## config.mk

```make
export PLATFORM = sky130hd
export DESIGN_NAME = stopwatch_bank_with_ms_prescaler
export DESIGN_NICKNAME = d
export VERILOG_FILES = /design/src/rtl/core/swb_pkg.sv /design/src/rtl/core/swb_datapath.sv /design/src/rtl/core/swb_ctrl.sv /design/src/rtl/core/stopwatch_bank_with_ms_prescaler.sv
export SDC_FILE = /design/constraint.sdc
export NUM_CORES = 2
export LEC_CHECK = 0
export CAP_MARGIN = 10
export CORE_MARGIN = 5
export CORE_UTILIZATION = 55
export DETAILED_ROUTE_END_ITERATION = 12
export DONT_BUFFER_PORTS = 1
export PLACE_DENSITY_LB_ADDON = 0.1
export SYNTH_ARGS = -nofsm -noshare
export SYNTH_HDL_FRONTEND = slang
export SYNTH_HIERARCHICAL = 1
export SYNTH_SLANG_ARGS = --single-unit
```

## constraint.sdc

```tcl
create_clock -name clock -period 9.5 [get_ports clock]
set_clock_uncertainty 0.15 [all_clocks]
set_input_delay 1.425 -clock clock [delete_from_list [all_inputs] [get_ports clock]]
set_output_delay 1.425 -clock clock [all_outputs]
set_load 0.02 [all_outputs]
```

## src/rtl/core/swb_pkg.sv

```systemverilog
// Shared types and constants for the stopwatch bank.
package swb_pkg;

   localparam int unsigned SlotCountDefault = 16;
   localparam logic [31:0] TicksPerMsReset  = 32'd10000;
   localparam logic [30:0] MsMax            = 31'h7FFF_FFFF;

   typedef enum logic [1:0] {
      KIND_ADVANCE = 2'd0,
      KIND_START   = 2'd1,
      KIND_READ    = 2'd2,
      KIND_NONE    = 2'd3
   } kind_type;

   typedef enum logic [1:0] {
      MODE_REAL = 2'd0,
      MODE_GAME = 2'd1,
      MODE_IMM  = 2'd2,
      MODE_BAD  = 2'd3
   } mode_type;

   typedef enum logic [1:0] {
      RD_ERASE   = 2'd0,
      RD_RESTART = 2'd1,
      RD_KEEP    = 2'd2,
      RD_KEEP2   = 2'd3
   } rdopt_type;

   localparam logic [1:0] CSR_REAL   = 2'd0;
   localparam logic [1:0] CSR_GAME   = 2'd1;
   localparam logic [1:0] CSR_PAUSED = 2'd2;

   // Commands from controller to datapath.
   typedef struct packed {
      logic latch;     // capture request fields
      logic tick_add;  // tick_count += delta
      logic div_start; // load divider
      logic div_step;  // one restoring step
      logic [1:0] div_sel; // 0 real, 1 game, 2 immediate read
      logic rem_save;  // store remainder for selected base
      logic walk_step; // credit one slot
      logic walk_clr;  // reset slot pointer
      logic start_do;  // arm slot
      logic read_do;   // read-side update
      logic rsp_load;  // load output register
   } cmd_type;

   typedef struct packed {
      logic walk_last;
      logic div_last;
   } stat_type;

endpackage

```

## src/rtl/core/swb_datapath.sv

```systemverilog
// Datapath: tick counter, remainders, serial divider, slot bank.
module swb_datapath #(
   parameter int unsigned SLOT_COUNT = swb_pkg::SlotCountDefault
) (
   input  logic              clock,
   input  logic              reset,
   input  swb_pkg::cmd_type  cmd,
   output swb_pkg::stat_type stat,
   input  logic [31:0]       req_delta_ticks,
   input  logic [3:0]        req_slot,
   input  logic [1:0]        req_option,
   input  logic [31:0]       real_tpm,
   input  logic [31:0]       game_tpm,
   output logic [30:0]       rsp_elapsed_ms,
   output logic              rsp_found
);
   import swb_pkg::*;

   localparam int unsigned SW = (SLOT_COUNT > 1) ? $clog2(SLOT_COUNT) : 1;

   logic [31:0] delta_ff;
   logic [3:0]  slot_ff;
   logic [1:0]  option_ff;
   logic [63:0] tick_ff;
   logic [31:0] rrem_ff, grem_ff;
   logic [63:0] quo_ff;
   logic [63:0] rem_ff;
   logic [31:0] dvs_ff;
   logic [5:0]  dcnt_ff;
   logic [SW-1:0] ptr_ff;
   logic [SLOT_COUNT-1:0] armed_ff;
   logic [1:0]  mode_ff [SLOT_COUNT];
   logic [63:0] value_ff [SLOT_COUNT];
   logic [30:0] ms_ff;
   logic        found_ff;

   logic [31:0] dv_raw;
   logic [63:0] dividend;
   logic [64:0] trial;
   logic        slot_ok;
   logic [SW-1:0] sidx;
   logic [63:0] sum;
   logic [63:0] rd_ms;

   assign sidx    = SW'({28'd0, slot_ff});
   assign slot_ok = ({28'd0, slot_ff} < 32'(SLOT_COUNT)) && armed_ff[sidx];

   // Divider operand selection
   always_comb begin
      case (cmd.div_sel)
         MODE_REAL: dv_raw = real_tpm;
         MODE_GAME: dv_raw = game_tpm;
         default:   dv_raw = real_tpm;
      endcase
      case (cmd.div_sel)
         MODE_REAL: dividend = {32'd0, delta_ff} + {32'd0, rrem_ff};
         MODE_GAME: dividend = {32'd0, delta_ff} + {32'd0, grem_ff};
         default:   dividend = tick_ff - value_ff[sidx];
      endcase
      // partial remainder stays below the divisor, so bit 64 is the borrow
      trial = {rem_ff, quo_ff[63]} - {33'd0, dvs_ff};
   end

   assign stat.div_last  = (dcnt_ff == 6'd63);
   assign stat.walk_last = (ptr_ff == SW'(SLOT_COUNT - 1));

   // Restoring divider, one bit per cycle
   always_ff @(posedge clock) begin
      if (cmd.div_start) begin
         quo_ff  <= dividend;
         rem_ff  <= '0;
         dvs_ff  <= (dv_raw == 32'd0) ? 32'd1 : dv_raw;
         dcnt_ff <= '0;
      end else if (cmd.div_step) begin
         if (!trial[64]) begin
            rem_ff <= trial[63:0];
            quo_ff <= {quo_ff[62:0], 1'b1};
         end else begin
            rem_ff <= {rem_ff[62:0], quo_ff[63]};
            quo_ff <= {quo_ff[62:0], 1'b0};
         end
         dcnt_ff <= dcnt_ff + 6'd1;
      end
   end

   assign sum = value_ff[ptr_ff] + quo_ff;

   assign rd_ms = (mode_ff[sidx] == MODE_IMM) ? quo_ff : value_ff[sidx];

   // Control state: counters, remainders, armed bits and slot modes
   always_ff @(posedge clock) begin
      if (reset) begin
         tick_ff  <= '0;
         rrem_ff  <= '0;
         grem_ff  <= '0;
         ptr_ff   <= '0;
         armed_ff <= '0;
         for (int i = 0; i < SLOT_COUNT; i++) mode_ff[i] <= MODE_REAL;
      end else begin
         if (cmd.tick_add) tick_ff <= tick_ff + {32'd0, delta_ff};
         if (cmd.rem_save) begin
            if (cmd.div_sel == MODE_REAL) rrem_ff <= rem_ff[31:0];
            else                          grem_ff <= rem_ff[31:0];
         end
         if (cmd.walk_clr)       ptr_ff <= '0;
         else if (cmd.walk_step) ptr_ff <= ptr_ff + SW'(1);
         if (cmd.start_do && ({28'd0, slot_ff} < 32'(SLOT_COUNT))
             && option_ff != MODE_BAD) begin
            armed_ff[sidx] <= 1'b1;
            mode_ff[sidx]  <= option_ff;
         end
         if (cmd.read_do && slot_ok && option_ff == RD_ERASE)
            armed_ff[sidx] <= 1'b0;
      end
   end

   // Slot values, request capture, result register
   always_ff @(posedge clock) begin
      if (cmd.latch) begin
         delta_ff  <= req_delta_ticks;
         slot_ff   <= req_slot;
         option_ff <= req_option;
      end
      if (cmd.walk_step && armed_ff[ptr_ff] && mode_ff[ptr_ff] == cmd.div_sel)
         value_ff[ptr_ff] <= (sum < value_ff[ptr_ff]) ? '1 : sum;
      if (cmd.start_do && ({28'd0, slot_ff} < 32'(SLOT_COUNT))
          && option_ff != MODE_BAD)
         value_ff[sidx] <= (option_ff == MODE_IMM) ? tick_ff : '0;
      if (cmd.read_do && slot_ok && option_ff == RD_RESTART)
         value_ff[sidx] <= (mode_ff[sidx] == MODE_IMM) ? tick_ff : '0;
      if (cmd.rsp_load) begin
         found_ff <= slot_ok;
         ms_ff    <= !slot_ok ? '0 : ((rd_ms > {33'd0, MsMax}) ? MsMax : rd_ms[30:0]);
      end
   end

   assign rsp_elapsed_ms = ms_ff;
   assign rsp_found      = found_ff;
endmodule

```

## src/rtl/core/swb_ctrl.sv

```systemverilog
// Controller state machine sequencing the datapath.
module swb_ctrl (
   input  logic              clock,
   input  logic              reset,
   input  logic              req_valid,
   output logic              req_stall,
   input  logic [1:0]        req_kind,
   input  logic              paused,
   output logic              rsp_valid,
   input  logic              rsp_stall,
   output swb_pkg::cmd_type  cmd,
   input  swb_pkg::stat_type stat
);
   import swb_pkg::*;

   typedef enum logic [7:0] {
      ST_IDLE  = 8'b0000_0001,
      ST_DLOAD = 8'b0000_0010,
      ST_DIV   = 8'b0000_0100,
      ST_WALK  = 8'b0000_1000,
      ST_ILOAD = 8'b0001_0000,
      ST_IDIV  = 8'b0010_0000,
      ST_RSP   = 8'b0100_0000,
      ST_START = 8'b1000_0000
   } state_type;

   state_type state_ff, state_in;
   logic      base_ff, base_in;
   logic      rv_ff, rv_in;
   logic      acc;

   // a waiting result only holds back the next read, in ST_RSP
   assign req_stall = (state_ff != ST_IDLE);
   assign acc       = req_valid && !req_stall;
   assign rsp_valid = rv_ff;

   always_comb begin
      state_in = state_ff;
      base_in  = base_ff;
      rv_in    = rv_ff && rsp_stall;
      cmd      = '0;
      cmd.div_sel = {1'b0, base_ff};
      case (state_ff)
         ST_IDLE: begin
            cmd.latch = acc;
            if (acc) begin
               case (req_kind)
                  KIND_ADVANCE: state_in = ST_DLOAD;
                  KIND_START:   state_in = ST_START;
                  KIND_READ:    state_in = ST_ILOAD;
                  default:      state_in = ST_IDLE;
               endcase
               base_in = 1'b0;
            end
         end
         ST_DLOAD: begin
            // first pass also bumps the tick counter
            cmd.tick_add  = !base_ff;
            cmd.div_start = 1'b1;
            state_in = paused ? ST_IDLE : ST_DIV;
         end
         ST_DIV: begin
            cmd.div_step = 1'b1;
            if (stat.div_last) state_in = ST_WALK;
         end
         ST_WALK: begin
            cmd.walk_step = 1'b1;
            cmd.rem_save  = stat.walk_last;
            cmd.walk_clr  = stat.walk_last;
            if (stat.walk_last) begin
               base_in  = !base_ff;
               state_in = base_ff ? ST_IDLE : ST_DLOAD;
            end
         end
         ST_START: begin
            cmd.start_do = 1'b1;
            state_in = ST_IDLE;
         end
         ST_ILOAD: begin
            cmd.div_sel   = MODE_IMM;
            cmd.div_start = 1'b1;
            state_in = ST_IDIV;
         end
         ST_IDIV: begin
            cmd.div_sel  = MODE_IMM;
            cmd.div_step = 1'b1;
            if (stat.div_last) state_in = ST_RSP;
         end
         ST_RSP: begin
            cmd.div_sel = MODE_IMM;
            if (!(rv_ff && rsp_stall)) begin
               cmd.rsp_load = 1'b1;
               cmd.read_do  = 1'b1;
               rv_in    = 1'b1;
               state_in = ST_IDLE;
            end
         end
         default: state_in = ST_IDLE;
      endcase
   end

   always_ff @(posedge clock) begin
      if (reset) begin
         state_ff <= ST_IDLE;
         base_ff  <= 1'b0;
         rv_ff    <= 1'b0;
      end else begin
         state_ff <= state_in;
         base_ff  <= base_in;
         rv_ff    <= rv_in;
      end
   end
endmodule

```

## src/rtl/core/stopwatch_bank_with_ms_prescaler.sv

```systemverilog
// Stopwatch bank top level: configuration registers, controller, datapath.
//
// Usage: items enter on req_* (valid/stall). kind 0 advances time by
// req_delta_ticks, kind 1 arms a slot, kind 2 reads a slot and returns one
// transaction on rsp_* (elapsed_ms, found). Kind 3 is dropped.
// Each advance runs the one-bit-per-cycle 64-bit divider and then the
// one-slot-per-cycle credit walk, first for the real base and then for the
// game base; when paused it only adds to the tick count. A start arms the
// slot directly. A read runs the divider, whose quotient serves an
// immediate-mode slot, then loads the result register and raises rsp_valid.
// One item is in work at a time; req_stall is high while busy.
// The result register holds a read result while rsp_stall is high; the
// next item is taken meanwhile, but a further read waits for it.
// Reset (synchronous, active high) clears the tick count, remainders and
// armed bits, and loads both divisors with 10000 and paused with 0.
// csr_* writes are always ready and must be issued only while idle.
module stopwatch_bank_with_ms_prescaler #(
   parameter int unsigned SLOT_COUNT = swb_pkg::SlotCountDefault
) (
   input  logic        clock,
   input  logic        reset,
   input  logic        req_valid,
   output logic        req_stall,
   input  logic [1:0]  req_kind,
   input  logic [31:0] req_delta_ticks,
   input  logic [3:0]  req_slot,
   input  logic [1:0]  req_option,
   output logic        rsp_valid,
   input  logic        rsp_stall,
   output logic [30:0] rsp_elapsed_ms,
   output logic        rsp_found,
   input  logic        csr_valid,
   output logic        csr_ready,
   input  logic [1:0]  csr_index,
   input  logic [31:0] csr_wdata
);
   import swb_pkg::*;

   logic [31:0] real_ff, game_ff;
   logic        paused_ff;
   cmd_type     cmd;
   stat_type    stat;

   assign csr_ready = 1'b1;

   // Configuration registers
   always_ff @(posedge clock) begin
      if (reset) begin
         real_ff   <= TicksPerMsReset;
         game_ff   <= TicksPerMsReset;
         paused_ff <= 1'b0;
      end else if (csr_valid) begin
         case (csr_index)
            CSR_REAL:   real_ff   <= csr_wdata;
            CSR_GAME:   game_ff   <= csr_wdata;
            CSR_PAUSED: paused_ff <= csr_wdata[0];
            default:    ;
         endcase
      end
   end

   swb_ctrl u_ctrl (
      .clock, .reset, .req_valid, .req_stall, .req_kind,
      .paused(paused_ff), .rsp_valid, .rsp_stall, .cmd, .stat
   );

   swb_datapath #(.SLOT_COUNT(SLOT_COUNT)) u_dp (
      .clock, .reset, .cmd, .stat, .req_delta_ticks, .req_slot,
      .req_option, .real_tpm(real_ff), .game_tpm(game_ff),
      .rsp_elapsed_ms, .rsp_found
   );
endmodule

```

==> results_dict.tcl <==
set metrics [dict create \
    postCtsHoldBufs 0 \
    ys_warn_count 6 \
    drt_pass1_iterations 7 \
    antenna_found_initial 28 \
    synth-seq-area-share 0.457 \
    antenna_left 0 \
    die_area_mm2 0.178 \
    vias 73500 \
    drc 0 \
    max-vdd-ir-drop_mv 0.149 \
    syn_nets 8969 \
    first_global_vias 69800 \
    r2r_slack_ns 0.12 \
    post_cts_buffers 0 \
    crit_fanout 29 \
    slew_violations 0 \
    p_leak_nw 33.6 \
    avgSynthCellArea_um2 10.9 \
    syn_inst 8596 \
    drv_cap 0 \
    min_period_over_period 0.987 \
    setup_viol 0 \
    avgViaCountPerCell 6.96 \
    grt_max_degree 279 \
    start_util 0.552 \
    status "finished, final reports clean" \
    pre_cts_ws_ns 0.416 \
    layout_commonest_cell "nor2_1" \
    dp_hpwl_um 209000 \
    grt-ovfl-total 0 \
    hold_viol_final 0 \
    required_ns 9.90 \
    cp.arrival_ns 9.78 \
    hp-class "reg -> reg" \
    wirelength_um 325000 \
    slew_headroom 0.168 \
    cp-end-kind "flip-flop" \
    clk_pin_slew_ns 0.06 \
    chipHeight_um 422 \
    fin_crit_ns 9.38 \
    fin_ws_ns 0.123 \
    area_growth_syn_to_layout_pct 8.32 \
    fin_nets 8575 \
    clock_path_buffers 3 \
    post-place-cells 10200 \
    synthFlopType "edfxtp_1" \
    avgRoutedWirePerCell_um 30.7 \
    cp.depth 25 \
    worst_setup_path_start_kind "flip-flop" \
    ys_seq_elements 1523 \
    power_mw 18.8 \
    async_reset_ff_frac 0 \
    power_density_mw_per_mm2 185 \
    worstSetupPathType "reg -> reg" \
    path_common_cell "a21oi_1" \
    cp_top_family "compound AO/OA/AOI/OAI gates" \
    synth_edf_count 1222 \
    h-tree-depth 4 \
    io_pins 114 \
    fp-row-count 151 \
    reg2reg_depth 25 \
    grt_pass1_wl_um 472000 \
    tightest_slew_ns 1.24 \
    critPathMaxStageDelay_ns 0.87 \
    crit_end "u_dp/value_ff[13][39]" \
    die_width_um 422 \
    cts-resized-gates 0 \
    rsz0062_at_grt "true" \
    clock-sinks 1523 \
    clkLatencyLatePin_ns 0.87 \
    syn_area_mm2 0.0935 \
    cts_buffers 170 \
    cpMaxStageDelayCell "nor2_1" \
    r2r-end "u_dp/value_ff[13][39]" \
    mostFrequentLayoutCells "1358 x nor2_1, 1222 x edfxtp_1, 993 x a21oi_1" \
    final_cells 10600 \
    clock.fmax_mhz 107 \
    layout-drive-gt1-share 0.158 \
    cts_tree "done" \
    core_area_mm2 0.169 \
    final_area_mm2 0.101 \
    ys_types 106 \
    place_area_mm2 0.0956 \
    drt_iter0_drc 10900 \
    routabilityCongestion 0.996 \
    io_buffer_count 0 \
    critPathBufInv 4 \
    gr-usage-all-layers 0.356 \
    cts_root_buf "clkbuf_16" \
]
-- layer usage --
metal  vias up  GRT usage  share of wire
met2      5008      0.550           0.45
met3       839     0.0822           0.13
met1     36100      0.493           0.38
li1      31600          -              -
met5         -          0        0.00018
met4        10      0.141          0.046
-- worst register-to-register path: stages (launching register included) --
cell and delay, ns:
dfxtp_4 0.53, buf_12 0.31, mux4_2 0.57, mux4_2 0.54, ha_1 0.30, a21o_1 0.11
a21oi_1 0.11, o211ai_1 0.38, or4b_2 0.66, a2111oi_1 0.46, buf_4 0.23, o32a_1 0.30
a21oi_1 0.16, o21bai_1 0.17, xor2_1 0.69, ha_1 0.29, nand4_1 0.15, nor2_1 0.23
nand3_1 0.10, o21ai_0 0.57, o31ai_1 0.34, a31oi_4 0.31, inv_2 0.17, buf_12 0.21
nor2_1 0.88, a21oi_1 0.20
-- through the flow --
step                 util  hold WS [ns]  setup TNS (ns)
floorplan               -         0.283               0
global route        0.598         0.320          -0.440
global placement    0.565         0.288               0
finish              0.598         0.302               0
detailed placement  0.565         0.295               0
CTS                 0.598         0.303               0
-- worst min-delay path by stage --
stage          depth (start not counted)              from          endpoint  slack [ns]
6_report                               2  u_dp/rrem_ff[31]  u_dp/rrem_ff[31]        0.30
5_1_grt                                2  u_dp/rrem_ff[17]  u_dp/rrem_ff[17]        0.32
4_1_cts                                2  u_dp/rrem_ff[31]  u_dp/rrem_ff[31]        0.30
3_5_place_dp                           2  u_dp/rrem_ff[31]  u_dp/rrem_ff[31]        0.30
3_3_place_gp                           2  u_dp/grem_ff[15]  u_dp/grem_ff[15]        0.29
2_1_floorplan                          2   u_dp/grem_ff[0]   u_dp/grem_ff[0]        0.28
-- logic make-up after synthesis --
family          Yosys count  share of synthesized area
simple gates           2428                      0.115
compound gates         2189                      0.142
flops                  1523                      0.457
buf+inv                1074                     0.0442
mux                     845                      0.180
fa+ha+maj               294                     0.0397
xor+xnor                242                     0.0228
other cells               1                  0.0000401
-- cells in the mapped netlist, types with 42 or more instances --
cell / count / area share
nor2_1: 1368 / 0.055
edfxtp_1: 1222 / 0.39
a21oi_1: 993 / 0.053
mux4_2: 660 / 0.16
clkbuf_1: 657 / 0.026
nand2_1: 415 / 0.017
a31oi_1: 384 / 0.026
dfxtp_1: 301 / 0.064
ha_1: 289 / 0.039
inv_1: 288 / 0.012
o21ai_0: 196 / 0.010
a21o_1: 185 / 0.015
xnor2_1: 138 / 0.013
mux2i_1: 113 / 0.012
nand2b_1: 109 / 0.0073
xor2_1: 103 / 0.0096
buf_1: 88 / 0.0035
a22oi_1: 85 / 0.0068
nand3_1: 83 / 0.0044
nand4_1: 75 / 0.0050
and2_1: 71 / 0.0048
mux2_2: 70 / 0.0084
a211oi_1: 63 / 0.0051
nor3_1: 58 / 0.0031
nor4_1: 48 / 0.0032
nor2b_1: 45 / 0.0030
o21bai_1: 42 / 0.0034
-- power breakdown --
group	internal [mW]	leakage [nW]	switching (mW)	total (mW)
logic	1.52	20.1	2.50	4.02
registers	7.43	10.7	0.512	7.94
clock network	3.91	2.74	2.89	6.80
total	12.9	33.6	5.90	18.8
-- registers in the layout, summed over array words and instances, names as in the netlist, 64 cells and up, named ones only --
register and cells:
u_dp/rem_ff 64, u_dp/value_ff 1024, u_dp/quo_ff 64, u_dp/tick_ff 64
-- layout make-up --
cell class / instances / area [µm²]
Clock inverter: 86 / 980
Inverter: 292 / 1100
Tap cell: 2218 / 2780
Clock buffer: 229 / 4680
Antenna cell: 9 / 22.5
Fill cell: 13600 / 68000
Multi-Input combinational cell: 5999 / 47100
Sequential cell: 1523 / 42800
Timing Repair Buffer: 216 / 1870
No activity file was read; power rests on OpenSTA's default activity.
